[src/rtl/bls_pkg.sv]
// ============================================================================
// Line stepper package
// Shared constants and types for the line stepper front end, queue and back end.
// ============================================================================
package bls_pkg;

   // Default coordinate width.
   localparam int DEF_COORD_BITS = 12;

   // Depth of the queue between the front end and the back end.
   localparam int QUEUE_DEPTH = 4;

   // Item action codes.
   localparam logic ACT_START = 1'b0;
   localparam logic ACT_STEP  = 1'b1;

   // Control flags carried with each queued item.
   typedef struct packed {
      logic is_step;
      logic y_major;
      logic minor_down;
      logic busy;
   } entry_ctrl_type;

endpackage

[src/rtl/bls_front.sv]
// ============================================================================
// Line stepper front end
// Accepts request beats, measures the endpoint deltas and builds the line
// setup (start point, end coordinate, error terms) for the back end.
// ============================================================================
module bls_front #(
   parameter int COORD_BITS = bls_pkg::DEF_COORD_BITS
) (
   input  logic                          clock,
   input  logic                          reset,
   input  logic                          req_valid,
   output logic                          req_ready,
   input  logic                          req_action,
   input  logic [COORD_BITS-1:0]         req_start_x,
   input  logic [COORD_BITS-1:0]         req_start_y,
   input  logic [COORD_BITS-1:0]         req_end_x,
   input  logic [COORD_BITS-1:0]         req_end_y,
   output logic                          push_valid,
   input  logic                          push_ready,
   output bls_pkg::entry_ctrl_type       push_ctrl,
   output logic [COORD_BITS-1:0]         push_x,
   output logic [COORD_BITS-1:0]         push_y,
   output logic [COORD_BITS-1:0]         push_end,
   output logic signed [COORD_BITS+2:0]  push_err,
   output logic [COORD_BITS+1:0]         push_hold,
   output logic signed [COORD_BITS+2:0]  push_move
);

   localparam int W = COORD_BITS;

   logic          s1_valid_ff, s1_valid_in;
   logic          s1_step_ff;
   logic [W-1:0]  x0_ff, y0_ff, x1_ff, y1_ff;
   logic [W-1:0]  adx_ff, ady_ff, adx_in, ady_in;
   logic          dxneg_ff, dyneg_ff, x_ge, y_ge;
   logic          s1_ready, load;
   logic          zero_len, y_major, from_end;
   logic [W-1:0]  dmaj, dmin;

   // The stage moves on when it is empty or its beat goes into the queue.
   assign s1_ready   = !s1_valid_ff || push_ready;
   assign req_ready  = s1_ready;
   assign load       = req_valid && s1_ready;
   assign push_valid = s1_valid_ff;

   // Absolute deltas, each as a compare and two parallel subtractions.
   always_comb begin
      x_ge   = (req_end_x >= req_start_x);
      y_ge   = (req_end_y >= req_start_y);
      adx_in = x_ge ? (req_end_x - req_start_x) : (req_start_x - req_end_x);
      ady_in = y_ge ? (req_end_y - req_start_y) : (req_start_y - req_end_y);
   end

   always_comb begin
      s1_valid_in = load ? 1'b1 : (push_ready ? 1'b0 : s1_valid_ff);
   end

   always_ff @(posedge clock) begin
      if (reset) begin
         s1_valid_ff <= 1'b0;
      end else begin
         s1_valid_ff <= s1_valid_in;
      end
   end

   always_ff @(posedge clock) begin
      if (load) begin
         s1_step_ff <= (req_action == bls_pkg::ACT_STEP);
         x0_ff      <= req_start_x;
         y0_ff      <= req_start_y;
         x1_ff      <= req_end_x;
         y1_ff      <= req_end_y;
         adx_ff     <= adx_in;
         ady_ff     <= ady_in;
         dxneg_ff   <= !x_ge;
         dyneg_ff   <= !y_ge;
      end
   end

   // Axis choice, walking direction and initial error terms.
   always_comb begin
      zero_len = (adx_ff == '0) && (ady_ff == '0);
      y_major  = (ady_ff >= adx_ff) && !zero_len;
      dmaj     = y_major ? ady_ff : adx_ff;
      dmin     = y_major ? adx_ff : ady_ff;
      from_end = y_major ? dyneg_ff : dxneg_ff;

      push_ctrl.is_step    = s1_step_ff;
      push_ctrl.y_major    = y_major;
      push_ctrl.minor_down = dxneg_ff ^ dyneg_ff;
      push_ctrl.busy       = (dmaj != '0);

      push_x   = from_end ? x1_ff : x0_ff;
      push_y   = from_end ? y1_ff : y0_ff;
      if (y_major) begin
         push_end = from_end ? y0_ff : y1_ff;
      end else begin
         push_end = from_end ? x0_ff : x1_ff;
      end
      push_err  = $signed({2'b00, dmin, 1'b0}) - $signed({3'b000, dmaj});
      push_hold = {1'b0, dmin, 1'b0};
      push_move = $signed({2'b00, dmin, 1'b0}) - $signed({2'b00, dmaj, 1'b0});
   end

endmodule

[src/rtl/bls_queue.sv]
// ============================================================================
// Line stepper queue
// Small register queue that decouples the front end from the back end.
// ============================================================================
module bls_queue #(
   parameter int DATA_BITS = 8,
   parameter int DEPTH     = bls_pkg::QUEUE_DEPTH
) (
   input  logic                 clock,
   input  logic                 reset,
   input  logic                 push_valid,
   output logic                 push_ready,
   input  logic [DATA_BITS-1:0] push_data,
   output logic                 pop_valid,
   input  logic                 pop_ready,
   output logic [DATA_BITS-1:0] pop_data
);

   localparam int PTR_BITS = (DEPTH > 1) ? $clog2(DEPTH) : 1;
   localparam int CNT_BITS = $clog2(DEPTH + 1);

   logic [DATA_BITS-1:0] store_ff [DEPTH];
   logic [PTR_BITS-1:0]  wr_ptr_ff, wr_ptr_in, rd_ptr_ff, rd_ptr_in;
   logic [CNT_BITS-1:0]  count_ff, count_in;
   logic                 do_push, do_pop;

   assign push_ready = (count_ff != CNT_BITS'(DEPTH));
   assign pop_valid  = (count_ff != '0);
   assign pop_data   = store_ff[rd_ptr_ff];
   assign do_push    = push_valid && push_ready;
   assign do_pop     = pop_valid && pop_ready;

   // Pointer and fill count update, wrapping at the depth.
   always_comb begin
      wr_ptr_in = wr_ptr_ff;
      rd_ptr_in = rd_ptr_ff;
      count_in  = count_ff;
      if (do_push) begin
         wr_ptr_in = (wr_ptr_ff == PTR_BITS'(DEPTH - 1)) ? '0 : wr_ptr_ff + 1'b1;
      end
      if (do_pop) begin
         rd_ptr_in = (rd_ptr_ff == PTR_BITS'(DEPTH - 1)) ? '0 : rd_ptr_ff + 1'b1;
      end
      if (do_push && !do_pop) begin
         count_in = count_ff + 1'b1;
      end else if (do_pop && !do_push) begin
         count_in = count_ff - 1'b1;
      end
   end

   always_ff @(posedge clock) begin
      if (reset) begin
         wr_ptr_ff <= '0;
         rd_ptr_ff <= '0;
         count_ff  <= '0;
      end else begin
         wr_ptr_ff <= wr_ptr_in;
         rd_ptr_ff <= rd_ptr_in;
         count_ff  <= count_in;
      end
   end

   always_ff @(posedge clock) begin
      if (do_push) begin
         store_ff[wr_ptr_ff] <= push_data;
      end
   end

endmodule

[src/rtl/bls_back.sv]
// ============================================================================
// Line stepper back end
// Holds the line state, walks one pixel per step beat and registers the
// response beat.
// ============================================================================
module bls_back #(
   parameter int COORD_BITS = bls_pkg::DEF_COORD_BITS
) (
   input  logic                          clock,
   input  logic                          reset,
   input  logic                          pop_valid,
   output logic                          pop_ready,
   input  bls_pkg::entry_ctrl_type       pop_ctrl,
   input  logic [COORD_BITS-1:0]         pop_x,
   input  logic [COORD_BITS-1:0]         pop_y,
   input  logic [COORD_BITS-1:0]         pop_end,
   input  logic signed [COORD_BITS+2:0]  pop_err,
   input  logic [COORD_BITS+1:0]         pop_hold,
   input  logic signed [COORD_BITS+2:0]  pop_move,
   output logic                          rsp_valid,
   input  logic                          rsp_ready,
   output logic [COORD_BITS-1:0]         rsp_pixel_x,
   output logic [COORD_BITS-1:0]         rsp_pixel_y,
   output logic                          rsp_valid_res,
   output logic                          rsp_last
);

   localparam int W = COORD_BITS;

   // Line state.
   logic [W-1:0]          cur_x_ff, cur_x_in, cur_y_ff, cur_y_in;
   logic [W-1:0]          major_end_ff, major_end_in;
   logic signed [W+2:0]   err_ff, err_in;
   logic [W+1:0]          hold_ff, hold_in;
   logic signed [W+2:0]   move_ff, move_in;
   logic                  y_major_ff, y_major_in, down_ff, down_in;
   logic                  busy_ff, busy_in;

   // Response register.
   logic                  out_valid_ff;
   logic [W-1:0]          out_x_ff, out_x_in, out_y_ff, out_y_in;
   logic                  out_res_ff, out_res_in, out_last_ff, out_last_in;

   logic                  fire;
   logic [W-1:0]          maj, mnr, maj_nx, mnr_nx;
   logic                  is_last;

   assign pop_ready     = !out_valid_ff || rsp_ready;
   assign fire          = pop_valid && pop_ready;
   assign rsp_valid     = out_valid_ff;
   assign rsp_pixel_x   = out_x_ff;
   assign rsp_pixel_y   = out_y_ff;
   assign rsp_valid_res = out_res_ff;
   assign rsp_last      = out_last_ff;

   // Next state and response for the beat at the queue head.
   always_comb begin
      maj     = y_major_ff ? cur_y_ff : cur_x_ff;
      mnr     = y_major_ff ? cur_x_ff : cur_y_ff;
      maj_nx  = maj + 1'b1;
      mnr_nx  = err_ff[W+2] ? mnr : (down_ff ? mnr - 1'b1 : mnr + 1'b1);
      is_last = (maj_nx == major_end_ff);

      cur_x_in     = cur_x_ff;
      cur_y_in     = cur_y_ff;
      major_end_in = major_end_ff;
      err_in       = err_ff;
      hold_in      = hold_ff;
      move_in      = move_ff;
      y_major_in   = y_major_ff;
      down_in      = down_ff;
      busy_in      = busy_ff;
      out_x_in     = '0;
      out_y_in     = '0;
      out_res_in   = 1'b0;
      out_last_in  = 1'b0;

      if (!pop_ctrl.is_step) begin
         // New line: load the setup and show its first pixel.
         cur_x_in     = pop_x;
         cur_y_in     = pop_y;
         major_end_in = pop_end;
         err_in       = pop_err;
         hold_in      = pop_hold;
         move_in      = pop_move;
         y_major_in   = pop_ctrl.y_major;
         down_in      = pop_ctrl.minor_down;
         busy_in      = pop_ctrl.busy;
         out_x_in     = pop_x;
         out_y_in     = pop_y;
         out_res_in   = 1'b1;
         out_last_in  = !pop_ctrl.busy;
      end else if (busy_ff) begin
         // One step along the major axis, minor axis when the error allows.
         cur_x_in    = y_major_ff ? mnr_nx : maj_nx;
         cur_y_in    = y_major_ff ? maj_nx : mnr_nx;
         err_in      = err_ff[W+2] ? err_ff + $signed({1'b0, hold_ff}) : err_ff + move_ff;
         busy_in     = !is_last;
         out_x_in    = cur_x_in;
         out_y_in    = cur_y_in;
         out_res_in  = 1'b1;
         out_last_in = is_last;
      end
   end

   always_ff @(posedge clock) begin
      if (reset) begin
         cur_x_ff     <= '0;
         cur_y_ff     <= '0;
         major_end_ff <= '0;
         err_ff       <= '0;
         hold_ff      <= '0;
         move_ff      <= '0;
         y_major_ff   <= 1'b0;
         down_ff      <= 1'b0;
         busy_ff      <= 1'b0;
      end else if (fire) begin
         cur_x_ff     <= cur_x_in;
         cur_y_ff     <= cur_y_in;
         major_end_ff <= major_end_in;
         err_ff       <= err_in;
         hold_ff      <= hold_in;
         move_ff      <= move_in;
         y_major_ff   <= y_major_in;
         down_ff      <= down_in;
         busy_ff      <= busy_in;
      end
   end

   // Response valid flag.
   always_ff @(posedge clock) begin
      if (reset) begin
         out_valid_ff <= 1'b0;
      end else if (pop_ready) begin
         out_valid_ff <= pop_valid;
      end
   end

   // Response payload.
   always_ff @(posedge clock) begin
      if (fire) begin
         out_x_ff    <= out_x_in;
         out_y_ff    <= out_y_in;
         out_res_ff  <= out_res_in;
         out_last_ff <= out_last_in;
      end
   end

endmodule

[src/rtl/bresenham_line_stepper_core.sv]
// ============================================================================
// Bresenham line stepper core
// Line rasterizer: a start beat sets up a line, each step beat yields a pixel.
// ============================================================================
// Usage:
//   Request channel (req_*): a start beat (action start) carries both endpoints
//   and returns the first pixel; a step beat returns the next pixel, with
//   rsp_last high on the final pixel. A step while no line is active returns
//   a beat with rsp_valid_res low and zero fields. A start during a line
//   abandons it.
//   Response channel (rsp_*): exactly one beat per request beat, in order.
//   A beat loads the front-end register when accepted, then a queue entry,
//   then the back-end response register; a stall can hold it in any of them.
//   Throughput is one beat per cycle while rsp_ready stays high; each step
//   adds to the error term and compares the next major coordinate to its end.
//   A 4-entry queue separates front and back end, so requests keep flowing
//   while a response waits; under a sustained stall req_ready drops once the
//   queue and the front register are full, and no beat is lost.
//   Reset (synchronous, active high) empties the pipeline and leaves it idle.
// ============================================================================
module bresenham_line_stepper_core #(
   parameter int COORD_BITS = bls_pkg::DEF_COORD_BITS
) (
   input  logic                  clock,
   input  logic                  reset,
   input  logic                  req_valid,
   output logic                  req_ready,
   input  logic                  req_action,
   input  logic [COORD_BITS-1:0] req_start_x,
   input  logic [COORD_BITS-1:0] req_start_y,
   input  logic [COORD_BITS-1:0] req_end_x,
   input  logic [COORD_BITS-1:0] req_end_y,
   output logic                  rsp_valid,
   input  logic                  rsp_ready,
   output logic [COORD_BITS-1:0] rsp_pixel_x,
   output logic [COORD_BITS-1:0] rsp_pixel_y,
   output logic                  rsp_valid_res,
   output logic                  rsp_last
);

   localparam int W         = COORD_BITS;
   localparam int CTRL_BITS = $bits(bls_pkg::entry_ctrl_type);
   localparam int DATA_BITS = 6 * W + 8 + CTRL_BITS;

   logic                     push_valid, push_ready, pop_valid, pop_ready;
   bls_pkg::entry_ctrl_type  push_ctrl, pop_ctrl;
   logic [W-1:0]             push_x, push_y, push_end, pop_x, pop_y, pop_end;
   logic signed [W+2:0]      push_err, push_move, pop_err, pop_move;
   logic [W+1:0]             push_hold, pop_hold;
   logic [DATA_BITS-1:0]     push_data, pop_data;

   // Front end: delta measurement and line setup.
   bls_front #(.COORD_BITS(W)) u_front (
      .clock       (clock),
      .reset       (reset),
      .req_valid   (req_valid),
      .req_ready   (req_ready),
      .req_action  (req_action),
      .req_start_x (req_start_x),
      .req_start_y (req_start_y),
      .req_end_x   (req_end_x),
      .req_end_y   (req_end_y),
      .push_valid  (push_valid),
      .push_ready  (push_ready),
      .push_ctrl   (push_ctrl),
      .push_x      (push_x),
      .push_y      (push_y),
      .push_end    (push_end),
      .push_err    (push_err),
      .push_hold   (push_hold),
      .push_move   (push_move)
   );

   // Queue entry packing.
   assign push_data = {push_ctrl, push_x, push_y, push_end, push_err, push_hold, push_move};
   assign {pop_ctrl, pop_x, pop_y, pop_end, pop_err, pop_hold, pop_move} = pop_data;

   bls_queue #(
      .DATA_BITS (DATA_BITS),
      .DEPTH     (bls_pkg::QUEUE_DEPTH)
   ) u_queue (
      .clock      (clock),
      .reset      (reset),
      .push_valid (push_valid),
      .push_ready (push_ready),
      .push_data  (push_data),
      .pop_valid  (pop_valid),
      .pop_ready  (pop_ready),
      .pop_data   (pop_data)
   );

   // Back end: line walking and response register.
   bls_back #(.COORD_BITS(W)) u_back (
      .clock         (clock),
      .reset         (reset),
      .pop_valid     (pop_valid),
      .pop_ready     (pop_ready),
      .pop_ctrl      (pop_ctrl),
      .pop_x         (pop_x),
      .pop_y         (pop_y),
      .pop_end       (pop_end),
      .pop_err       (pop_err),
      .pop_hold      (pop_hold),
      .pop_move      (pop_move),
      .rsp_valid     (rsp_valid),
      .rsp_ready     (rsp_ready),
      .rsp_pixel_x   (rsp_pixel_x),
      .rsp_pixel_y   (rsp_pixel_y),
      .rsp_valid_res (rsp_valid_res),
      .rsp_last      (rsp_last)
   );

endmodule

[config.mk]
export PLATFORM = sky130hd
export DESIGN_NAME = bresenham_line_stepper_core
export DESIGN_NICKNAME = d
export VERILOG_FILES = /design/src/rtl/bls_pkg.sv /design/src/rtl/bls_front.sv /design/src/rtl/bls_queue.sv /design/src/rtl/bls_back.sv /design/src/rtl/bresenham_line_stepper_core.sv
export SDC_FILE = /design/constraint.sdc
export NUM_CORES = 1
export LEC_CHECK = 0
export ABC_AREA = 1
export BUFFER_PORTS_ARGS = -buffer_cell sky130_fd_sc_hd__buf_2
export CAP_MARGIN = 20
export CORE_ASPECT_RATIO = 1.4
export CORE_MARGIN = 2
export CORE_UTILIZATION = 50
export DETAILED_ROUTE_END_ITERATION = 10
export PLACE_DENSITY = 0.81
export SLEW_MARGIN = 20
export SYNTH_ARGS = -nofsm -noshare
export SYNTH_HDL_FRONTEND = slang
export SYNTH_HIERARCHICAL = 1
export SYNTH_SLANG_ARGS = --single-unit
[constraint.sdc]
create_clock -name clock -period 5 [get_ports clock]
set_clock_uncertainty 0.05 [all_clocks]
set_input_delay 0.25 -clock clock [delete_from_list [all_inputs] [get_ports clock]]
set_output_delay 0.25 -clock clock [all_outputs]
set_load 0.01 [all_outputs]
---- Word-level counts from Yosys, hierarchy flattened ----
Memories as Yosys holds them, arrays and structs flattened. A register that Yosys moved wholly into a read port is not among the register bits.
Index checks and enable logic that the tools add are counted.
storage, ports and cells
  bits in registers ....................... 193
  bits in latches ......................... 0
  bits in writable memories ............... 328
  memory bits (read-only) ................. 0
  bits of input ports ..................... 53
  output and inout port bits .............. 28
  memories kept ........................... 1
cells by class
  add/sub/neg operators ................... 15
  multipliers ............................. 0
  divide/modulo/power cells ............... 0
  magnitude comparators ................... 3
  equal/unequal tests ..................... 5
  shift operators ......................... 0
  mux-type cells .......................... 42
  bitwise operators ....................... 2
  reduce and logical (&&, ||, !) cells .... 26
memories
  memory            words  width  rd ports  clocked after memory_dff  write ports  RTL line         RTL
  u_queue.store_ff  4      82     1         1                         1            bls_queue.sv:22  logic [DATA_BITS-1:0] store_ff [DEPTH];
operator list
  cell                                                 count
  two-way mux 12 bit                                   23
  subtractor 12 bit                                    4
  two-way mux 15 bit                                   3
  >= comparator 12 bit                                 3
  adder 15 bit                                         2
  adder 12 x 1 -> 12 bit (second input constant)       2
  zero test 12 bit                                     2
  subtractor 13 x 12 -> 14 bit                         1
  subtractor 13 x 13 -> 14 bit                         1
  == test 12 bit                                       1
  nonzero test 12 bit                                  1
  subtractor 12 x 1 -> 12 bit (second input constant)  1
  two-way mux 1 bit                                    10
  zero test 1 bit                                      9
  two-way mux 2 bit                                    4
  logical AND 1 bit                                    7
  two-way mux 3 bit                                    2
  adder 2 x 1 -> 2 bit (second input constant)         2
  == test 2 bit (second input constant)                2
  AND reduction 2 bit                                  2
  nonzero test 2 bit                                   2
  adder 3 x 1 -> 3 bit (second input constant)         1
  inequality test 3 bit (second input constant)        1
  nonzero test 3 bit                                   1
  other kinds (5)                                      6

---- Logic depth before layout (Yosys ltp) ----
Gate-level depths: netlist of the first run.
  word-level depth ........................ 7
  depth in mapped cells ................... 28
  gate-level depth less buffers ........... 27

---- Modules after synthesis ----
Netlist of the first run, hierarchy kept.
by module, submodules not included
  module     times used  cells an instance  area an instance (um^2)  seq. area each (um^2)
  bls_queue  1           881                13571.8                  10269.8
  bls_front  1           944                7428.4                   2272.2
  bls_back   1           1016               6976.7                   2462.4

---- Worst setup path before layout of the first run ----
OpenSTA, ideal clock, no wires.
  path type ............................... register to register
  from .................................... register u_queue.count_ff[0]
  to ...................................... register u_front.adx_ff[0], enable pin
  library setup time ...................... 0.533 ns
  arrival ................................. 4.226 ns
  required time ........................... 4.417 ns
  setup slack ............................. 0.191 ns
  stages on the path, launching flop included .. 5
  buffers on the path ..................... 0
  cell sequence ........................... dfxtp_1 -> nor2_1 -> nand2_1 -> inv_1 -> a21oi_1
between the ends
  word-level cells in the longest chain between the ends .. 3
ends and longest elaborated chain
  what                    RTL line                           RTL
  from (decl)             bls_queue.sv:24                    logic [CNT_BITS-1:0] count_ff, count_in;
  from (signal assigned)  bls_queue.sv:59                    count_ff <= count_in;
  inequality test 3 bit   bls_queue.sv:27                    assign push_ready = (count_ff != CNT_BITS'(DEPTH));
  named net push_ready    bresenham_line_stepper_core.sv:45  logic push_valid, push_ready, pop_valid, pop_ready;
  logical OR 1 bit        bls_front.sv:41                    assign s1_ready = !s1_valid_ff || push_ready;
  logical AND 1 bit       bls_front.sv:43                    assign load = req_valid && s1_ready;
  named net u_front.load  bls_front.sv:36                    logic s1_ready, load;
  to (signal assigned)    bls_front.sv:73                    adx_ff <= adx_in;
  to (decl)               bls_front.sv:34                    logic [W-1:0] adx_ff, ady_ff, adx_in, ady_in;
The timed path passes the listed nets, and every way through them passes these cells.
A chain may end at the register's enable or synchronous reset.

---- Worst setup path after layout of the first run ----
  from .................................... register u_front.ady_ff[8]
  to ...................................... memory u_queue/store_ff[1][39] (netlist name) (data pin)
between the ends
  word-level cells in the longest chain between the ends .. 6
ends and longest elaborated chain
  what                                                                          RTL line                           RTL
  from (decl)                                                                   bls_front.sv:34
  from (signal assigned)                                                        bls_front.sv:74                    ady_ff <= ady_in;
  parallel branches: the longest is 3 deep, another holds >= comparator 12 bit  --
  logical AND 1 bit *                                                           bls_front.sv:83                    y_major = (ady_ff >= adx_ff) && !zero_len;
  two-way mux 12 bit *                                                          bls_front.sv:85                    dmin = y_major ? adx_ff : ady_ff;
  named net push_hold[3]                                                        bresenham_line_stepper_core.sv:49  logic [W+1:0] push_hold, pop_hold;
  subtractor 13 x 12 -> 14 bit *                                                bls_front.sv:100                   push_err = $signed({2'b00, dmin, 1'b0}) - $signed({3'b000, dmaj});
  to (decl)                                                                     bls_queue.sv:22
Mark *: on every way through the listed nets, which the timed path passes.

==> impl_metrics.yaml, run 1 <==
run_status:
  status: "complete, no violations"
die:
  fp.dieArea_um2: 57900
  start_util: 0.506
  die_x_um: 204
  coreArea_um2: 55300
  die_h_um: 284
  row_count: 102
  num_io_pins: 81
drt:
  finalWirelength_um: 67900
  viasPerCell: 5.69
  drtIter0Drc: 1872
  first_pass_iters: 6
  ant_nets: 0
  post_drt_wl_per_cell_um: 18.5
  drcViolationCount: 0
  vias: 20938
critical_path:
  cp-start-kind: "flip-flop"
  cp.required_ns: 5.27
  worstSetupPathType: "flip-flop to flip-flop"
  critPathArrivalTime_ns: 4.43
  crit_path_end_kind: "flip-flop"
  reg2reg_from: "u_front/ady_ff[8]$_DFFE_PP_"
  worst-path-max-fanout: 61
  rrSetupSlack_ns: 0.84
  r2r_cells: 19
  r2r-end: "u_queue/store_ff[1][39]$_DFFE_PP_"
sta:
  slew_headroom: 0.356
  fin_crit_sh: 0.832
  finalCriticalPeriod_ns: 4.16
  worst_slew_pin_slew_ns: 0.966
  hold_viol: 0
  setup_viol: 0
  rsz0062_at_grt: "false"
  slew_violations: 0
  fin_setup_tns_ns: 0
  max_freq_ghz: 0.240
place:
  placed_cell_area_um2: 28800
  hpwlAfterDp_um: 45500
  dp_cells: 3538
  routabilityCongestion: 0.950
  io_buffers: 80
synthesis:
  synth_top_cell_by_area: "edfxtp_1"
  synth_ff_type: "edfxtp_1"
  synth-seq-area-share: 0.536
  synth.distinct_cells: 64
  syn_inst: 2841
  ys_async_sr_fraction: 0
  synth.avg_cell_area_um2: 9.85
  synth_edf_count: 437
  synth-seq-cells: 531
  yosys_warnings: 6
  synth_top_area_frac: 0.469
  netlist_area_um2: 28000
  synthTopCellsByArea: "edfxtp_1, dfxtp_1, nand2_1"
clocking:
  cts_tree: "built"
  cts_inserted_buffers: 48
  post_cts_resized: 0
  insertion_delay_ns: 0.60
  clk_pin_slew_ns: 0.07
  cts_max_level: 2
  cts_root_buffer: "clkbuf_16"
  cts_sinks: 531
  clock_path_buffers: 3
finish:
  drive_gt1_frac: 0.141
  finalNetCount: 3070
  nFillCells: 4514
  design_area_um2: 31000
  area.growth.synth_to_final_pct: 10.7
  final_cells: 3679
hold_path:
  hp-start: "reset"
  worstHoldPathCells: 3
  hp-class: "input port to flip-flop"
  hold_end: "u_queue/count_ff[0]$_SDFFE_PP0P_"
pwr:
  ir_drop_mv: 0.415
  power_density_nw_per_um2: 593
  leakage_nw: 12.4
global_routing:
  grt_pass1_vias: 20035
  grt_usage: 0.232
  antenna_found_initial: 0
  grt_pass1_wl_um: 106000
  grt_max_degree: 101
  grt-ovfl-total: 0
job:
  max_cap_violations: 0
## critical path, cell delays in order, from the launching register on
cell	delay, ns
edfxtp_1	0.45
ha_1	0.40
nand2_2	0.11
nor2_4	0.14
inv_2	0.07
nor2_4	0.11
nand2_4	0.08
nand2_8	0.13
nand2_8	0.26
o21ai_0	0.54
ha_1	0.28
nand2_1	0.10
o21ai_0	0.44
nand3_1	0.15
nand2_1	0.11
nand3_1	0.07
nand2_1	0.13
nand2_1	0.10
nand3_1	0.08
nand2_1	0.09
## what timing repair did
item,CTS,global route
hold buffers,51,0
endpoints found under the hold margin,51,0
endpoints found under the setup margin,0,0
setup buffers,0,0
## cell usage in the layout (no fill, tap or decap), types with 7 or more instances in the layout
cell / netlist / final
nand2_1: 469 / 468
edfxtp_1: 437 / 437
o21ai_0: 275 / 275
inv_1: 269 / 267
nor2_1: 225 / 219
a21oi_1: 209 / 208
nand3_1: 145 / 145
ha_1: 97 / 97
dfxtp_1: 94 / 91
buf_2: 24 / 80
o22ai_1: 56 / 56
dlygate4sd3_1: 0 / 51
clkbuf_16: 0 / 49
nor2_4: 44 / 49
nand2_2: 46 / 47
o22ai_2: 40 / 40
xor2_1: 38 / 38
o21ai_1: 35 / 35
o21ai_2: 30 / 30
nand4_1: 22 / 22
o211ai_1: 21 / 21
mux2_4: 18 / 18
buf_4: 11 / 17
xnor2_1: 12 / 12
inv_2: 10 / 11
nand2_4: 11 / 11
clkinv_2: 0 / 9
nor3_1: 9 / 9
fa_1: 8 / 8
bufinv_16: 0 / 7
clkbuf_1: 69 / 7
nand3b_1: 7 / 7
## metrics by stage
step           setup WS [ns]  power [W]  hold slack (ns)   util
2_1_floorplan          0.191     0.0124            0.269      -
3_5_place_dp           0.954     0.0144            0.379  0.521
5_1_grt                0.494     0.0195            0.245  0.561
3_3_place_gp            1.12     0.0142            0.377  0.521
6_report               0.840     0.0184            0.226  0.561
4_1_cts                0.885     0.0183            0.217  0.560
## sequential cells by signal, indices dropped and copies added, names as in the netlist, 14 cells and up, named ones only
register / cells
u_back/err_ff: 15
u_back/hold_ff: 14
u_back/move_ff: 15
u_queue/store_ff: 336
## worst max-delay path by stage
| stage | end | from | slack [ns] | depth (start not counted) |
|---|---|---|---|---|
| after detailed placement | u_queue/store_ff[1][13]$_DFFE_PP_ | u_front/adx_ff[11]$_DFFE_PP_ | 0.95 | 20 |
| after floorplan | u_front/adx_ff[0]$_DFFE_PP_ | u_queue/count_ff[0]$_SDFFE_PP0P_ | 0.19 | 4 |
| after global placement | u_queue/store_ff[1][39]$_DFFE_PP_ | u_front/ady_ff[8]$_DFFE_PP_ | 1.12 | 19 |
| final | u_queue/store_ff[1][39]$_DFFE_PP_ | u_front/ady_ff[8]$_DFFE_PP_ | 0.84 | 19 |
| after CTS | u_queue/store_ff[1][39]$_DFFE_PP_ | u_front/ady_ff[8]$_DFFE_PP_ | 0.88 | 19 |
| after global routing | u_queue/store_ff[3][41]$_DFFE_PP_ | u_front/ady_ff[11]$_DFFE_PP_ | 0.49 | 19 |
## final cells by class
cell class	instances	area [um2]	area share
clock inverters	31	390	0.0126
diodes	1	2.50	0.0000808
flip-flops and latches	531	15000	0.485
repair buffers	154	1170	0.0376
clock buffers	57	1270	0.0409
multi-input cells	1894	11200	0.360
inverters	283	1080	0.0348
well taps	728	911	0.0294
## cell families (layout without fill, tap and decap cells)
logic type | Yosys count | after routing | synth area share
xor gates and xnor gates | 50 | 50 | 0.0157
other | 1 | 4 | 0.000134
DFF | 531 | 531 | 0.536
muxes | 28 | 28 | 0.0135
adders and majority gates | 105 | 105 | 0.0491
buffers and inverters | 418 | 525 | 0.0672
and+or+nand+nor | 995 | 995 | 0.166
AOI/OAI and AO/OA | 713 | 713 | 0.152
## power breakdown
group / leakage, nW / internal (W) / switching [W]
combinational: 6.74 / 0.00241 / 0.00557
clock: 0.802 / 0.00220 / 0.00168
sequential: 4.83 / 0.00617 / 0.000333
total: 12.4 / 0.0108 / 0.00758
## cells in the mapped netlist, types with 6 or more instances
| master | count |
|---|---|
| clkbuf_1 | 69 |
| xor2_1 | 38 |
| a221oi_1 | 6 |
| a21o_1 | 6 |
| edfxtp_1 | 437 |
| nor2_4 | 44 |
| o211ai_1 | 21 |
| buf_12 | 6 |
| a21oi_1 | 209 |
| nand2_4 | 11 |
| fa_1 | 8 |
| dfxtp_1 | 94 |
| nor2_1 | 225 |
| a31oi_1 | 6 |
| nand3b_1 | 7 |
| inv_2 | 10 |
| xnor2_1 | 12 |
| nand3_1 | 145 |
| nand2_2 | 46 |
| o22ai_1 | 56 |
| o21ai_0 | 275 |
| o21bai_1 | 6 |
| nand4_1 | 22 |
| buf_1 | 7 |
| nor3_1 | 9 |
| o22ai_2 | 40 |
| buf_2 | 24 |
| buf_4 | 11 |
| o21ai_2 | 30 |
| inv_1 | 269 |
| o21ai_1 | 35 |
| buf_6 | 17 |
| nand2_1 | 469 |
| mux2_4 | 18 |
| ha_1 | 97 |
## routing by layer
layer,track usage,part of all wire
met1,0.272,0.38
met2,0.415,0.51
met3,0.0299,0.064
met4,0.114,0.048
met5,0,0
No activity file was read; power rests on OpenSTA's default activity.
==> run 2, diff against run 1 <==
==> constraint.sdc (replaced) <==
create_clock -name clock -period 3.6 [get_ports clock]
set_clock_uncertainty 0.05 [all_clocks]
set_input_delay 0.18 -clock clock [delete_from_list [all_inputs] [get_ports clock]]
set_output_delay 0.18 -clock clock [all_outputs]
set_load 0.01 [all_outputs]
==> run 2 against run 1 <==
Net effect:
- critical path depth fell by 2
- sequential power rose by 39%
- worst setup slack got worse by 0.70 ns
- register-to-register slack got worse by 0.70 ns
- power rose by 41%
- first-iteration DRC count rose by 5.7%
- die area did not move
- count of clock-buffer cells in the layout rose by 1
- critical path type unchanged
==> impl_metrics.yaml, run 2 (synthesis gave the netlist of run 1 again) <==
pwr:
  ir_drop_mv: 0.533
  p_switching_w: 0.0106
  pwr-share-seq: 0.350
  combPwrFrac: 0.446
  leakage_nw: 12.6
  switching_share: 0.412
  power_density_nw_per_um2: 820
  internal-power_w: 0.0152
  p_total_w: 0.0258
  clock_power_share: 0.205
drt:
  viasPerCell: 5.72
  drcViolationCount: 0
  post_drt_wl_per_cell_um: 18.5
  finalWirelength_um: 68900
  ant_nets: 0
  drtIter0Drc: 1979
  first_pass_iters: 5
  vias: 21339
finish:
  area.growth.synth_to_final_pct: 12.5
  layout_commonest_cell: "nand2_1"
  final_cell_mix: "nand2_1, edfxtp_1, o21ai_0, inv_1, nor2_1"
  final_cells: 3729
  largest_register: "u_queue/store_ff"
  finalNetCount: 3119
  drive_gt1_frac: 0.159
  top_regs: "u_queue/store_ff (336), u_back/err_ff (15), u_back/move_ff (15)"
  largest_reg_flops: 336
clocking:
  cts_inserted_buffers: 49
  cts_max_level: 2
  clock_path_buffers: 3
  insertion_delay_ns: 0.61
  cts_root_buffer: "clkbuf_16"
  clk_pin_slew_ns: 0.07
  cts_tree: "built"
  cts_sinks: 531
critical_path:
  critPathTopFamily: "simple AND/OR/NAND/NOR gates"
  rrSetupSlack_ns: 0.14
  cp-start-kind: "flip-flop"
  r2r_cells: 17
  worst-path-max-fanout: 18
  worstSetupPathType: "flip-flop to flip-flop"
  path_buf_inv: 3
  r2r-end: "u_queue/store_ff[1][42]$_DFFE_PP_"
  cp_common_cell: "nand2_1"
  reg2reg_from: "u_front/adx_ff[5]$_DFFE_PP_"
  cp.required_ns: 3.84
  crit_path_end_kind: "flip-flop"
  slowest_delay_ns: 0.43
  path_cells: "inv_2 > ha_2 > nand2_1 > nand2_1 > nand2_1 > nand2_1 > a21oi_4 > nand2_8 > nand2_8 > buf_16 > o21ai_0 > ha_1 > inv_1 > nor3_1 > nand3_1 > nor2_1 > nor3b_4"
  critPathArrivalTime_ns: 3.70
  cp_slowest_cell: "edfxtp_1"
die:
  start_util: 0.506
  fp.dieArea_um2: 57900
  die_h_um: 284
  coreArea_um2: 55300
  row_count: 102
  num_io_pins: 81
  die_x_um: 204
place:
  io_buffers: 80
  routabilityCongestion: 0.949
  hpwlAfterDp_um: 46700
  dp_cells: 3582
global_routing:
  grt-ovfl-total: 0
  grt_max_degree: 111
  grt_pass1_wl_um: 107000
  antenna_found_initial: 2
  grt_usage: 0.234
  grt_pass1_vias: 20565
sta:
  slew_headroom: 0.244
  rsz0062_at_grt: "true"
  setup_viol: 0
  hold_ws_ns: 0.132
  fin_crit_sh: 0.961
  slew_violations: 0
  hold_viol: 0
  max_freq_ghz: 0.289
  finalCriticalPeriod_ns: 3.46
  worst_slew_pin_slew_ns: 1.13
  fin_setup_tns_ns: 0
hold_path:
  hold_end: "u_queue/count_ff[0]$_SDFFE_PP0P_"
  hp-class: "input port to flip-flop"
  worstHoldPathCells: 3
  hp-start: "reset"
run_status:
  status: "complete, no violations"
job:
  max_cap_violations: 0
==> run 2: cell types whose count changed in the layout (fill, tap and decap cells not counted), sizes merged <==
| cell | delta |
|---|---|
| bufinv | -2 |
| clkinv | +3 |
| clkbuf | +2 |
| clkinvlp | -3 |
| buf | +46 |
| inv | +3 |
| nand2 | +1 |
==> run 2: through the flow <==
step                      worst slack [ns]  cell area (um2)   util
after detailed placement            0.0668            29200  0.528
final                                0.141            31500  0.570
after CTS                          0.00599            31300  0.567
after floorplan                      -1.17            28000      -
after global routing               -0.0323            31500  0.570
after global placement               0.168            29200  0.528
==> run 2: layer usage <==
metal | up-vias | GRT usage | part of all wire
li1 | 10079 | - | -
met1 | 10085 | 0.280 | 0.38
met2 | 960 | 0.412 | 0.50
met3 | 213 | 0.0280 | 0.068
met4 | 2 | 0.124 | 0.051
met5 | - | 0 | 0.00019
==> run 2: how the worst max path moves through the flow <==
stage / start / endpoint / slack (ns) / cells after the start
3_3_place_gp: u_front/adx_ff[5]$_DFFE_PP_ / u_queue/store_ff[0][42]$_DFFE_PP_ / 0.17 / 17
6_report: u_front/adx_ff[5]$_DFFE_PP_ / u_queue/store_ff[1][42]$_DFFE_PP_ / 0.14 / 17
4_1_cts: u_front/adx_ff[10]$_DFFE_PP_ / u_queue/store_ff[1][42]$_DFFE_PP_ / 0.006 / 17
5_1_grt: u_front/adx_ff[5]$_DFFE_PP_ / u_queue/store_ff[1][42]$_DFFE_PP_ / -0.03 / 22
2_1_floorplan: u_queue/count_ff[0]$_SDFFE_PP0P_ / u_queue/store_ff[0][0]$_DFFE_PP_ / -1.17 / 4
3_5_place_dp: u_front/adx_ff[10]$_DFFE_PP_ / u_queue/store_ff[1][42]$_DFFE_PP_ / 0.07 / 17
==> run 2: power groups by stage <==
stage          Sequential [W]  Clock, W  Combinational, W
4_1_cts               0.00901   0.00536            0.0112
5_1_grt               0.00911   0.00558            0.0126
3_3_place_gp          0.00910         0            0.0108
2_1_floorplan         0.00911         0           0.00812
6_report              0.00902   0.00528            0.0115
3_5_place_dp          0.00913         0            0.0110
==> run 2: area by class of cell <==
class / instances / area (um2)
tap: 728 / 911
fill: 4400 / 23800
inverter: 283 / 1080
clock inverter: 32 / 379
sequential: 531 / 15000
antenna: 1 / 2.50
timing repair buffer: 201 / 1590
multi-input combinational: 1895 / 11200
clock buffer: 58 / 1270
==> run 2: timing repair <==
action | in CTS | in global routing
gates resized for setup | 0 | 17
hold buffers | 51 | 0
hold endpoints to repair | 51 | 0
buffers inserted | 0 | 3
endpoints found under the setup margin | 0 | 59
==> run 2: tightest hold or removal path, delay by kind of cell <==
| kind | cells | cell delay, ns |
|---|---|---|
| buffers and inverters | 2 | 0.43 |
| and+or+nand+nor | 1 | 0.15 |
==> run 3, diff against run 2 <==
--- a/config.mk
+++ b/config.mk
@@ -10,9 +10,10 @@
 export CAP_MARGIN = 20
 export CORE_ASPECT_RATIO = 1.4
 export CORE_MARGIN = 2
-export CORE_UTILIZATION = 50
+export CORE_UTILIZATION = 30
 export DETAILED_ROUTE_END_ITERATION = 10
-export PLACE_DENSITY = 0.81
+export GPL_ROUTABILITY_DRIVEN = 0
+export PLACE_DENSITY = 0.58
 export SLEW_MARGIN = 20
 export SYNTH_ARGS = -nofsm -noshare
 export SYNTH_HDL_FRONTEND = slang
==> run 3 against run 2 <==
Net effect:
- routed wire length up 5.3%
- critical path depth up 2
- die area up 65%
- global-route usage down 8.4 points
- first-iteration DRC count down 32%
- via count down 4.4%
- core utilization down 22 points
- maximum frequency up 1.2%
- register-to-register slack better by 0.04 ns
- count of clock-buffer cells in the layout up 6
- sequential share of layout area down 1.1 points
- critical path type unchanged
- largest power group unchanged
==> impl_metrics.yaml, run 3 (synthesis gave the netlist of run 1 again) <==
critical_path:
  reg2reg_from: "u_front/adx_ff[5]$_DFFE_PP_"
  rrSetupSlack_ns: 0.18
  cp-start-kind: "flip-flop"
  critPathArrivalTime_ns: 3.71
  worstSetupStartpoint: "u_front/adx_ff[5]$_DFFE_PP_"
  cp.required_ns: 3.89
  worstSetupPathType: "flip-flop to flip-flop"
  crit_path_end_kind: "flip-flop"
  worst-path-max-fanout: 21
drt:
  drtIter0Drc: 1344
  first_pass_iters: 5
  ant_nets: 0
  post_drt_wl_per_cell_um: 17.2
  viasPerCell: 4.83
  finalWirelength_um: 72500
  vias: 20398
  drcViolationCount: 0
sta:
  worst_slew_pin_slew_ns: 0.948
  setup_viol: 0
  finalCriticalPeriod_ns: 3.42
  fin_crit_sh: 0.949
  finalWorstSetupSlack_ns: 0.183
  max_freq_ghz: 0.293
  slew_headroom: 0.368
  hold_viol: 0
  hold_ws_ns: 0.113
  slew_violations: 0
pwr:
  leakage_nw: 12.7
  switching_share: 0.409
  internal-power_w: 0.0154
  p_switching_w: 0.0106
  clock_power_share: 0.210
  combPwrFrac: 0.443
  pwr-share-seq: 0.347
  ir_drop_mv: 0.925
  power_density_nw_per_um2: 808
  p_total_w: 0.0260
finish:
  largest_register: "u_queue/store_ff"
  drive_gt1_frac: 0.160
  layout_commonest_cell: "nand2_1"
  post-route-util: 0.348
  largest_reg_flops: 336
  top_regs: "u_queue/store_ff (336), u_back/err_ff (15), u_back/move_ff (15)"
  area.growth.synth_to_final_pct: 15.1
  diodes: 0
  final_cell_mix: "nand2_1, edfxtp_1, o21ai_0, inv_1, nor2_1"
  finalNetCount: 3134
die:
  die_x_um: 262
  row_count: 132
  num_io_pins: 81
  fp.dieArea_um2: 95700
  start_util: 0.302
  coreArea_um2: 92500
  die_h_um: 365
clocking:
  clk_pin_slew_ns: 0.06
  cts_root_buffer: "clkbuf_16"
  cts_sinks: 531
  cts_tree: "built"
  cts_inserted_buffers: 49
  clock_path_buffers: 3
  insertion_delay_ns: 0.62
  cts_max_level: 2
global_routing:
  grt-ovfl-total: 0
  grt_max_degree: 167
  grt_pass1_vias: 20123
  grt_usage: 0.150
  antenna_found_initial: 0
  grt_pass1_wl_um: 113000
place:
  post-place-ws_ns: 0.134
  hpwlAfterDp_um: 51600
  io_buffers: 80
job:
  max_cap_violations: 0
run_status:
  status: "complete, no violations"
hold_path:
  hp-class: "input port to flip-flop"
  hp-start: "reset"
run 3: changes by cell type in the layout (fill, tap and decap cells not counted), sizes merged:
cell / previous run / this run
nand2: 529 / 528
clkbuf: 59 / 64
clkinvlp: 2 / 3
clkinv: 20 / 18
buf: 149 / 166
diode: 1 / 0
inv: 288 / 283
bufinv: 5 / 7
run 3: repair_timing:
action,CTS,global route
resized for setup,0,9
setup buffers,0,0
hold endpoints to repair,53,0
setup endpoints to repair,0,43
hold buffers,51,0
run 3: final timing paths:
check	cells after the start	end
worst max register to register	19	u_queue/store_ff[2][41]$_DFFE_PP_
worst min register to register	2	u_back/move_ff[9]$_SDFFE_PP0P_
worst max-delay path	19	u_queue/store_ff[2][41]$_DFFE_PP_
worst min-delay path	3	u_queue/count_ff[0]$_SDFFE_PP0P_
run 3: critical path: stages (launching register included):
cell	delay [ns]
edfxtp_1	0.42
inv_1	0.14
ha_1	0.29
nand2_1	0.09
nand2_1	0.05
nand2_1	0.05
nand2_1	0.08
a21oi_4	0.20
nand2_8	0.09
nand2_8	0.12
buf_12	0.17
nand2_1	0.08
o21ai_2	0.09
ha_1	0.33
a21oi_1	0.26
o21bai_1	0.09
a21oi_1	0.28
nand3_1	0.12
nand2_1	0.07
nand2_1	0.09
run 3: final cells by class:
type,instances,area [um2]
clock buffers,64,1310
clock inverters,28,389
fillers,9354,60300
inverters,283,1080
multi-input cells,1894,11200
flip-flops and latches,531,15000
well taps,1206,1510
repair buffers,217,1710
run 3: through the flow:
stage / cell area (um2) / std cells / setup TNS, ns
2_1_floorplan: 28000 / 2843 / -394.12
3_3_place_gp: 29900 / 4080 / 0
3_5_place_dp: 29900 / 4080 / 0
4_1_cts: 32200 / 4223 / 0
5_1_grt: 32200 / 4223 / -0.607
6_report: 32200 / 4223 / 0
run 3: power by group through the flow:
stage                     sequential, W  combinational (W)  clock [W]
after floorplan                 0.00911            0.00812          0
after global placement          0.00915             0.0114          0
after detailed placement        0.00916             0.0115          0
after CTS                       0.00903             0.0115    0.00561
after global routing            0.00914             0.0128    0.00583
final                           0.00902             0.0115    0.00547
run 3: per-layer routing:
| layer | share of wire | vias up | wire length (um) | GRT usage |
|---|---|---|---|---|
| met1 | 0.42 | 9814 | 30100 | 0.180 |
| met4 | 0.036 | 0 | 2630 | 0.0573 |
| met3 | 0.031 | 112 | 2230 | 0.0128 |
| met2 | 0.52 | 383 | 37500 | 0.277 |
| li1 | - | 10089 | - | - |
| met5 | 0 | - | 0 | 0 |
